File: config.mk
export PLATFORM = sky130hd
export DESIGN_NAME = hsl_to_rgb_converter
export DESIGN_NICKNAME = d
export VERILOG_FILES = /design/src/sv/hsl_pkg.sv /design/src/sv/hsl_to_rgb_converter.sv
export SDC_FILE = /design/constraint.sdc
export NUM_CORES = 2
export LEC_CHECK = 0
export BUFFER_PORTS_ARGS = -buffer_cell sky130_fd_sc_hd__buf_2
export CAP_MARGIN = 15
export CORE_MARGIN = 1
export CORE_UTILIZATION = 31
export DETAILED_ROUTE_END_ITERATION = 7
export GPL_ROUTABILITY_DRIVEN = 1
export PLACE_DENSITY = 0.54
export REMOVE_ABC_BUFFERS = 1
export SETUP_SLACK_MARGIN = 0.3
export SKIP_CTS_REPAIR_TIMING = 1
export SYNTH_ARGS = -nofsm -noshare
export SYNTH_HDL_FRONTEND = slang
export SYNTH_SLANG_ARGS = --single-unit
File: constraint.sdc
create_clock -name clk -period 15.1 [get_ports clk]
set_input_delay 2.265 -clock clk [delete_from_list [all_inputs] [get_ports clk]]
set_output_delay 2.265 -clock clk [all_outputs]
set_load 0.01 [all_outputs]
File: src/sv/hsl_pkg.sv
// ----------------------------------------------------------------------------
// hsl_pkg
// Shared constants, types and helper functions for the HSL to RGB converter.
// ----------------------------------------------------------------------------
`default_nettype none

package hsl_pkg;

  // fixed point: 16 fraction bits, 1.0 needs a 17th bit
  localparam int unsigned FRAC_W = 16;
  localparam int unsigned FX_W   = FRAC_W + 1;
  // q, p and their difference
  localparam int unsigned QP_W   = FX_W + 1;
  // ramp multiplicand (6*t or 2/3-t)
  localparam int unsigned M_W    = 16;
  localparam int unsigned PROD_W = QP_W + M_W;
  // ramp value before channel scaling
  localparam int unsigned V_W    = QP_W + 3;
  localparam int unsigned CH_W   = 8;

  // pipeline depth
  localparam int unsigned NSTG   = 6;
  localparam int unsigned NCH    = 3;

  localparam logic [FX_W-1:0] FRAC_ONE        = FX_W'(65536);
  localparam logic [FX_W-1:0] FRAC_HALF       = FX_W'(32768);
  localparam logic [FX_W-1:0] FRAC_THIRD      = FX_W'(21845);
  localparam logic [FX_W-1:0] FRAC_SIXTH      = FX_W'(10922);
  localparam logic [FX_W-1:0] FRAC_TWO_THIRDS = FX_W'(43690);

  // channel index
  localparam int unsigned CH_RED   = 0;
  localparam int unsigned CH_GREEN = 1;
  localparam int unsigned CH_BLUE  = 2;

  // piece of the hue ramp
  typedef enum logic [1:0] {
    SEG_RISE = 2'd0,
    SEG_FLAT = 2'd1,
    SEG_FALL = 2'd2,
    SEG_LOW  = 2'd3
  } seg_t;

  // n/255 in 16-bit fraction: n*257 plus one extra lsb at n = 255
  function automatic logic [FX_W-1:0] to_fixed(input logic [7:0] n);
    logic [FX_W-1:0] base;
    base = {1'b0, n, n};
    return base + {{(FX_W-1){1'b0}}, (n == 8'hFF)};
  endfunction

  // pick the ramp piece for a wrapped hue position
  function automatic seg_t seg_of(input logic [FX_W-1:0] t);
    seg_t s;
    if (t < FRAC_SIXTH) begin
      s = SEG_RISE;
    end else if (t < FRAC_HALF) begin
      s = SEG_FLAT;
    end else if (t < FRAC_TWO_THIRDS) begin
      s = SEG_FALL;
    end else begin
      s = SEG_LOW;
    end
    return s;
  endfunction

  // floor(v*255/65536), clamped to 255
  function automatic logic [CH_W-1:0] to_channel(input logic [V_W-1:0] v);
    logic [V_W+7:0] w;
    logic [V_W-9:0] c;
    w = {v, 8'b0} - {8'b0, v};
    c = w[V_W+7:FRAC_W];
    return (c > (V_W-8)'(255)) ? 8'hFF : c[CH_W-1:0];
  endfunction

endpackage

`default_nettype wire

File: src/sv/hsl_to_rgb_converter.sv
// ----------------------------------------------------------------------------
// hsl_to_rgb_converter
// Pipelined HSL to RGB pixel converter with alpha pass-through.
// ----------------------------------------------------------------------------
//
//   channel | ports                                        | handshake
//   --------+----------------------------------------------+-----------------
//   input   | in_hue, in_saturation, in_lightness,         | in_valid/in_ready
//           | in_alpha_in                                  |
//   result  | out_red, out_green, out_blue, out_alpha_out  | out_valid/out_ready
//
// One pixel per clock sustained while out_ready is not held low; the result
// passes through six register stages (expand, l*s multiply and hue wrap,
// q/p/segment, ramp multiply, ramp sum, channel scale).
// Each stage holds its own valid bit and advances when the next one is free,
// so bubbles collapse and a stalled output still lets the pipe fill.
// Synchronous active-low reset clears the valid bits only.
`default_nettype none

module hsl_to_rgb_converter (
  input  wire logic       clk,
  input  wire logic       rst_n,
  input  wire logic       in_valid,
  output logic            in_ready,
  input  wire logic [7:0] in_hue,
  input  wire logic [7:0] in_saturation,
  input  wire logic [7:0] in_lightness,
  input  wire logic [7:0] in_alpha_in,
  output logic            out_valid,
  input  wire logic       out_ready,
  output logic [7:0]      out_red,
  output logic [7:0]      out_green,
  output logic [7:0]      out_blue,
  output logic [7:0]      out_alpha_out
);

  localparam int unsigned FX_W   = hsl_pkg::FX_W;
  localparam int unsigned QP_W   = hsl_pkg::QP_W;
  localparam int unsigned M_W    = hsl_pkg::M_W;
  localparam int unsigned PROD_W = hsl_pkg::PROD_W;
  localparam int unsigned V_W    = hsl_pkg::V_W;
  localparam int unsigned CH_W   = hsl_pkg::CH_W;
  localparam int unsigned FRAC_W = hsl_pkg::FRAC_W;
  localparam int unsigned NSTG   = hsl_pkg::NSTG;
  localparam int unsigned NCH    = hsl_pkg::NCH;

  // stage valid bits and advance enables
  logic [NSTG-1:0] vld_r;
  logic [NSTG-1:0] vld_nxt;
  logic [NSTG-1:0] adv;

  // stage a: expanded inputs
  logic [FX_W-1:0] h_a_r, s_a_r, l_a_r;
  logic [FX_W-1:0] h_a_nxt, s_a_nxt, l_a_nxt;
  logic [7:0]      alpha_a_r, alpha_a_nxt;

  // stage b: l*s and wrapped hue positions
  logic [QP_W-1:0] ls_b_r, ls_b_nxt;
  logic [FX_W-1:0] l_b_r, s_b_r, l_b_nxt, s_b_nxt;
  logic [FX_W-1:0] t_b_r   [NCH];
  logic [FX_W-1:0] t_b_nxt [NCH];
  logic [7:0]      alpha_b_r, alpha_b_nxt;

  // stage c: q, p, difference, segment and multiplicand
  logic [QP_W-1:0]   q_c_r, p_c_r, d_c_r;
  logic [QP_W-1:0]   q_c_nxt, p_c_nxt, d_c_nxt;
  hsl_pkg::seg_t     seg_c_r   [NCH];
  hsl_pkg::seg_t     seg_c_nxt [NCH];
  logic [M_W-1:0]    m_c_r     [NCH];
  logic [M_W-1:0]    m_c_nxt   [NCH];
  logic [7:0]        alpha_c_r, alpha_c_nxt;

  // stage d: ramp products
  logic [PROD_W-1:0] prod_d_r   [NCH];
  logic [PROD_W-1:0] prod_d_nxt [NCH];
  logic [QP_W-1:0]   q_d_r, p_d_r;
  hsl_pkg::seg_t     seg_d_r    [NCH];
  logic [7:0]        alpha_d_r;

  // stage e: ramp values
  logic [V_W-1:0]    v_e_r   [NCH];
  logic [V_W-1:0]    v_e_nxt [NCH];
  logic [7:0]        alpha_e_r;

  // stage f: output register
  logic [CH_W-1:0]   ch_f_r   [NCH];
  logic [CH_W-1:0]   ch_f_nxt [NCH];
  logic [7:0]        alpha_f_r;

  // ready chain: a stage moves when empty or when the next one moves
  always_comb begin
    adv[NSTG-1] = !vld_r[NSTG-1] || out_ready;
    for (int k = NSTG - 2; k >= 0; k--) begin
      adv[k] = !vld_r[k] || adv[k+1];
    end
  end

  assign in_ready = adv[0];

  always_comb begin
    vld_nxt[0] = in_valid;
    for (int k = 1; k < NSTG; k++) begin
      vld_nxt[k] = vld_r[k-1];
    end
  end

  always_ff @(posedge clk) begin
    if (!rst_n) begin
      vld_r <= '0;
    end else begin
      for (int k = 0; k < NSTG; k++) begin
        if (adv[k]) begin
          vld_r[k] <= vld_nxt[k];
        end
      end
    end
  end

  // stage a: n/255 expansion
  always_comb begin
    h_a_nxt     = hsl_pkg::to_fixed(in_hue);
    s_a_nxt     = hsl_pkg::to_fixed(in_saturation);
    l_a_nxt     = hsl_pkg::to_fixed(in_lightness);
    alpha_a_nxt = in_alpha_in;
  end

  always_ff @(posedge clk) begin
    if (adv[0]) begin
      h_a_r     <= h_a_nxt;
      s_a_r     <= s_a_nxt;
      l_a_r     <= l_a_nxt;
      alpha_a_r <= alpha_a_nxt;
    end
  end

  // stage b: l*s product and hue offsets with wrap
  always_comb begin
    logic [2*FX_W-1:0] ls_full;
    logic [FX_W-1:0]   t_up;
    ls_full  = (2*FX_W)'(l_a_r) * (2*FX_W)'(s_a_r);
    ls_b_nxt = ls_full[FRAC_W+QP_W-1:FRAC_W];
    t_up     = h_a_r + hsl_pkg::FRAC_THIRD;
    t_b_nxt[hsl_pkg::CH_RED]   = (t_up > hsl_pkg::FRAC_ONE) ? t_up - hsl_pkg::FRAC_ONE : t_up;
    t_b_nxt[hsl_pkg::CH_GREEN] = h_a_r;
    t_b_nxt[hsl_pkg::CH_BLUE]  = (h_a_r < hsl_pkg::FRAC_THIRD) ?
                                 h_a_r + hsl_pkg::FRAC_ONE - hsl_pkg::FRAC_THIRD :
                                 h_a_r - hsl_pkg::FRAC_THIRD;
    l_b_nxt     = l_a_r;
    s_b_nxt     = s_a_r;
    alpha_b_nxt = alpha_a_r;
  end

  always_ff @(posedge clk) begin
    if (adv[1]) begin
      ls_b_r    <= ls_b_nxt;
      l_b_r     <= l_b_nxt;
      s_b_r     <= s_b_nxt;
      t_b_r     <= t_b_nxt;
      alpha_b_r <= alpha_b_nxt;
    end
  end

  // stage c: q, p with clamp, ramp piece and multiplicand
  always_comb begin
    logic [QP_W-1:0] two_l;
    logic [QP_W-1:0] l_w;
    logic [QP_W-1:0] s_w;
    l_w   = QP_W'(l_b_r);
    s_w   = QP_W'(s_b_r);
    two_l = {l_b_r, 1'b0};
    q_c_nxt = (l_b_r < hsl_pkg::FRAC_HALF) ? l_w + ls_b_r : l_w + s_w - ls_b_r;
    p_c_nxt = (two_l >= q_c_nxt) ? two_l - q_c_nxt : '0;
    d_c_nxt = (q_c_nxt >= p_c_nxt) ? q_c_nxt - p_c_nxt : '0;
    for (int c = 0; c < NCH; c++) begin
      seg_c_nxt[c] = hsl_pkg::seg_of(t_b_r[c]);
      case (seg_c_nxt[c])
        hsl_pkg::SEG_RISE: m_c_nxt[c] = M_W'((t_b_r[c] << 2) + (t_b_r[c] << 1));
        hsl_pkg::SEG_FALL: m_c_nxt[c] = M_W'(hsl_pkg::FRAC_TWO_THIRDS - t_b_r[c]);
        default:           m_c_nxt[c] = '0;
      endcase
    end
    alpha_c_nxt = alpha_b_r;
  end

  always_ff @(posedge clk) begin
    if (adv[2]) begin
      q_c_r     <= q_c_nxt;
      p_c_r     <= p_c_nxt;
      d_c_r     <= d_c_nxt;
      seg_c_r   <= seg_c_nxt;
      m_c_r     <= m_c_nxt;
      alpha_c_r <= alpha_c_nxt;
    end
  end

  // stage d: one multiplier per channel
  always_comb begin
    for (int c = 0; c < NCH; c++) begin
      prod_d_nxt[c] = PROD_W'(d_c_r) * PROD_W'(m_c_r[c]);
    end
  end

  always_ff @(posedge clk) begin
    if (adv[3]) begin
      prod_d_r  <= prod_d_nxt;
      q_d_r     <= q_c_r;
      p_d_r     <= p_c_r;
      seg_d_r   <= seg_c_r;
      alpha_d_r <= alpha_c_r;
    end
  end

  // stage e: truncate product and assemble ramp value
  always_comb begin
    logic [V_W-1:0] x;
    for (int c = 0; c < NCH; c++) begin
      x = V_W'(prod_d_r[c][PROD_W-1:FRAC_W]);
      case (seg_d_r[c])
        hsl_pkg::SEG_RISE: v_e_nxt[c] = V_W'(p_d_r) + x;
        hsl_pkg::SEG_FLAT: v_e_nxt[c] = V_W'(q_d_r);
        hsl_pkg::SEG_FALL: v_e_nxt[c] = V_W'(p_d_r) + (x << 2) + (x << 1);
        default:           v_e_nxt[c] = V_W'(p_d_r);
      endcase
    end
  end

  always_ff @(posedge clk) begin
    if (adv[4]) begin
      v_e_r     <= v_e_nxt;
      alpha_e_r <= alpha_d_r;
    end
  end

  // stage f: scale to 8-bit channels
  always_comb begin
    for (int c = 0; c < NCH; c++) begin
      ch_f_nxt[c] = hsl_pkg::to_channel(v_e_r[c]);
    end
  end

  always_ff @(posedge clk) begin
    if (adv[5]) begin
      ch_f_r    <= ch_f_nxt;
      alpha_f_r <= alpha_e_r;
    end
  end

  assign out_valid     = vld_r[NSTG-1];
  assign out_red       = ch_f_r[hsl_pkg::CH_RED];
  assign out_green     = ch_f_r[hsl_pkg::CH_GREEN];
  assign out_blue      = ch_f_r[hsl_pkg::CH_BLUE];
  assign out_alpha_out = alpha_f_r;

`ifndef SYNTH
  // input is refused only when every stage holds a pixel
  a_full_when_blocked: assert property (@(posedge clk) disable iff (!rst_n)
    !in_ready |-> (&vld_r))
    else $error("input blocked while pipeline has a free stage");

  // zero saturation collapses q and p, so no ramp slope
  a_gray_zero_sat: assert property (@(posedge clk) disable iff (!rst_n)
    (vld_r[1] && adv[2] && s_b_r == '0) |=> (d_c_r == '0))
    else $error("nonzero q-p for zero saturation");

  // a held middle stage keeps its pixel
  a_stage_hold: assert property (@(posedge clk) disable iff (!rst_n)
    (vld_r[3] && !adv[3]) |=> (vld_r[3] && $stable(prod_d_r[0])))
    else $error("stalled ramp product lost");

  // the flat piece passes q straight through
  a_flat_is_q: assert property (@(posedge clk) disable iff (!rst_n)
    (vld_r[3] && adv[4] && seg_d_r[0] == hsl_pkg::SEG_FLAT) |=>
      (v_e_r[0] == V_W'($past(q_d_r))))
    else $error("flat ramp value differs from q");
`endif

endmodule

`default_nettype wire
==> run metrics <==
Crit Path Max Fanout=21; Ports=70; Die Span Y=472 µm; Overflow after GRT=0; Final WS setup=~6.6 ns; met2 wire length=about 80000 µm; CP peak stage delay=0.68 ns; crit end category=flip-flop; Pleak=roughly 35 nW; Top Metal Used=met5; Req. time, crit path=around 15 ns; EDFF count, synth=between 400 and 500; Setup-failing EPs final=0; Worst-Margin Slew=between 1 and 1.5 ns; CTS sink count=roughly 500; Final Max Tran Viols=0; Tmin final=8.46 ns; outcome=completed; Metal-1 WL=between 80000 and 90000 µm; largest net degree at the start of global routing=~70; Clock Latency Late Sink=approximately 0.70 ns; prevailing post-synth register cell=edfxtp_1; Site Rows=about 170; Synth top cells by count=1270 x inv_1, 962 x fa_1, 886 x nand2_1; Setup WS pre-CTS=between 6 and 7 ns; Async SR Flop Fraction=0%; fillers=~22000; pwr dens=approximately 230 nW/µm²; Net Switching=roughly 0.0086 W; worst hold path cell count=0; Hold/Removal Path Class=flip-flop to flip-flop; Num CTS Buffers=60; Clock Tree Buf Depth=3; vias in the first global route=just over 50000; Critical Path Source Type=flip-flop; Initial Util=31.2%; CP delay by family, top=compound AO/OA/AOI/OAI gates; final instance area=approximately 74000 µm²; FMAX=between 100 and 150 MHz; Post-DRT Antenna Nets=0; YS warnings=0; share of layout cells above drive strength 1=4.82%; post-synth top area cell=fa_1; Net Sw Frac=50.8%; # nets final=8690; critical path class=flip-flop to flip-flop; Seq pwr share=about 17%; Clock Tree Root=clkbuf_16; Comb pwr share=74.0%; clock-pin slew on the worst setup and hold paths=approximately 0.070 ns; CP arrival=roughly 8.8 ns; Layout area overhead=8.33%; total negative slack=0 ns; Setup Skew=a little over 0.07 ns; Avg Inst Size Synth=~10 µm²; core footprint=between 200000 and 250000 µm²; Buffers & Inverters on Critical Path=4; clock network power share=~9%; DR pass1 iterations=5; Synth Register Bits=between 400 and 500; initial drt markers=2900; Layout Utilization=roughly 34%; Clock H-tree levels=2; Vias=around 48000; Routed WL=~180000 µm; Pwr Total=~0.017 W; Pint=approximately 0.0084 W; final hold viol count=0; DR WL/cell=~18 µm; post-DP HPWL=about 130000 µm; DR WL met3=about 10000 µm; # port buffers=a little under 70; Synth area leaders=fa_1 28%, edfxtp_1 22%, ha_1 14%; post-synthesis cell area=just under 70000 µm²; max-cap viol count=0; cell mode on critical path=a21oi_1; Crit path depth=34; FF-to-FF path depth=34; Die Area=roughly 220000 µm²; Vias per Instance=slightly below 5; first-pass GRT wire length=approximately 280000 µm; Worst path slowest cell=a21boi_2; placed cell areas=about 72000 µm²; Final period util=56.0%; Worst slew margin=28.1%; Final GP Congestion=0.855; unrepaired setup endpoints after global routing=no; sequential area share after synthesis=21.8%; worst vdd ir=~0.13 mV; Die Width=472 µm; Cells after Synth=6989; post-synth cell types=between 80 and 90; most common cell in the netlist=inv_1; Yosys top cell area share=28.2%; DRC viols=0; global-route usage over all layers=approximately 16%; initial antenna violation count=21; CTS tree=yes
-- per-layer routing --
metal / up-vias / track usage (%)
met4: 32 / 3.74
met5: - / 0
met2: 1165 / 26.5
li1: 22300 / -
met1: 24000 / 22.2
met3: 265 / 2.45
-- kinds of logic (layout without fill, tap and decap cells) --
| family | after synthesis | after routing | share of synthesized area (%) |
|---|---|---|---|
| XOR/XNOR | 312 | 312 | 3.99 |
| other | 1 | 2 | 0.00548 |
| multiplexers | 59 | 59 | 1.64 |
| buffers and inverters | 1533 | 1522 | 8.41 |
| AND/OR/NAND/NOR | 2037 | 2037 | 14.2 |
| flip-flops | 499 | 499 | 21.8 |
| AO/OA/AOI/OAI | 821 | 821 | 7.84 |
| adder cells (fa/ha/maj) | 1727 | 1727 | 42.1 |
-- registers in the layout, indices dropped and copies added, names as in the netlist, 18 cells and up --
| name | cells |
|---|---|
| p_d_r | 18 |
| p_c_r | 18 |
| d_c_r | 18 |
| m_c_r | 48 |
| ls_b_r | 18 |
| v_e_r | 63 |
| prod_d_r | 54 |
| t_b_r | 51 |
| q_d_r | 18 |
| q_c_r | 18 |
-- power by group through the flow --
stage               registers (W)  clock network (W)  logic (W)
global placement          0.00288                  0     0.0124
global route              0.00290            0.00167     0.0143
detailed placement        0.00289                  0     0.0125
CTS                       0.00286            0.00162     0.0127
floorplan                 0.00276                  0    0.00893
finish                    0.00285            0.00157     0.0126
-- stage by stage --
stage	cells	hold slack [ns]
finish	9850	0.396
global route	9850	0.425
CTS	9848	0.400
detailed placement	9736	0.405
global placement	9736	0.401
floorplan	6728	0.400
-- final cells by class --
type,instances,area (µm²),area share [%]
Sequential cell,499,14900,20.1
Clock inverter,48,653,0.881
Clock buffer,64,1520,2.05
Antenna cell,1,2.50,0.00338
Inverter,1272,4780,6.45
Multi-Input combinational cell,4957,47800,64.4
Tap cell,2871,3590,4.85
Timing Repair Buffer,138,883,1.19
-- cells in the final DEF, fill, tap and decap left out, drive strengths merged, types with 22 or more instances in the layout --
master and count:
fa 962, nor2 285, inv 1281, and3 33
nand2b 42, a21boi 22, mux4 42, a21oi 244
clkbuf 64, nor2b 66, nand2 886, o21a 71
nand3 55, a21o 95, o21ai 162, edfxtp 493
nor3 108, and2 442, xnor2 223, buf 138
nand4 31, xor2 89, a31oi 28, a211oi 50
ha 764, o21bai 24
-- worst paths after layout --
path	start	slack, ns	end
worst max register to register	l_b_r[1]$_DFFE_PP_	6.64	d_c_r[11]$_SDFFCE_PN0P_
worst min register to register	alpha_c_r[0]$_DFFE_PP_	0.40	alpha_d_r[0]$_DFFE_PP_
worst max-delay path	l_b_r[1]$_DFFE_PP_	6.64	d_c_r[11]$_SDFFCE_PN0P_
worst min-delay path	alpha_c_r[0]$_DFFE_PP_	0.40	alpha_d_r[0]$_DFFE_PP_
No activity file was read; power rests on OpenSTA's default activity.
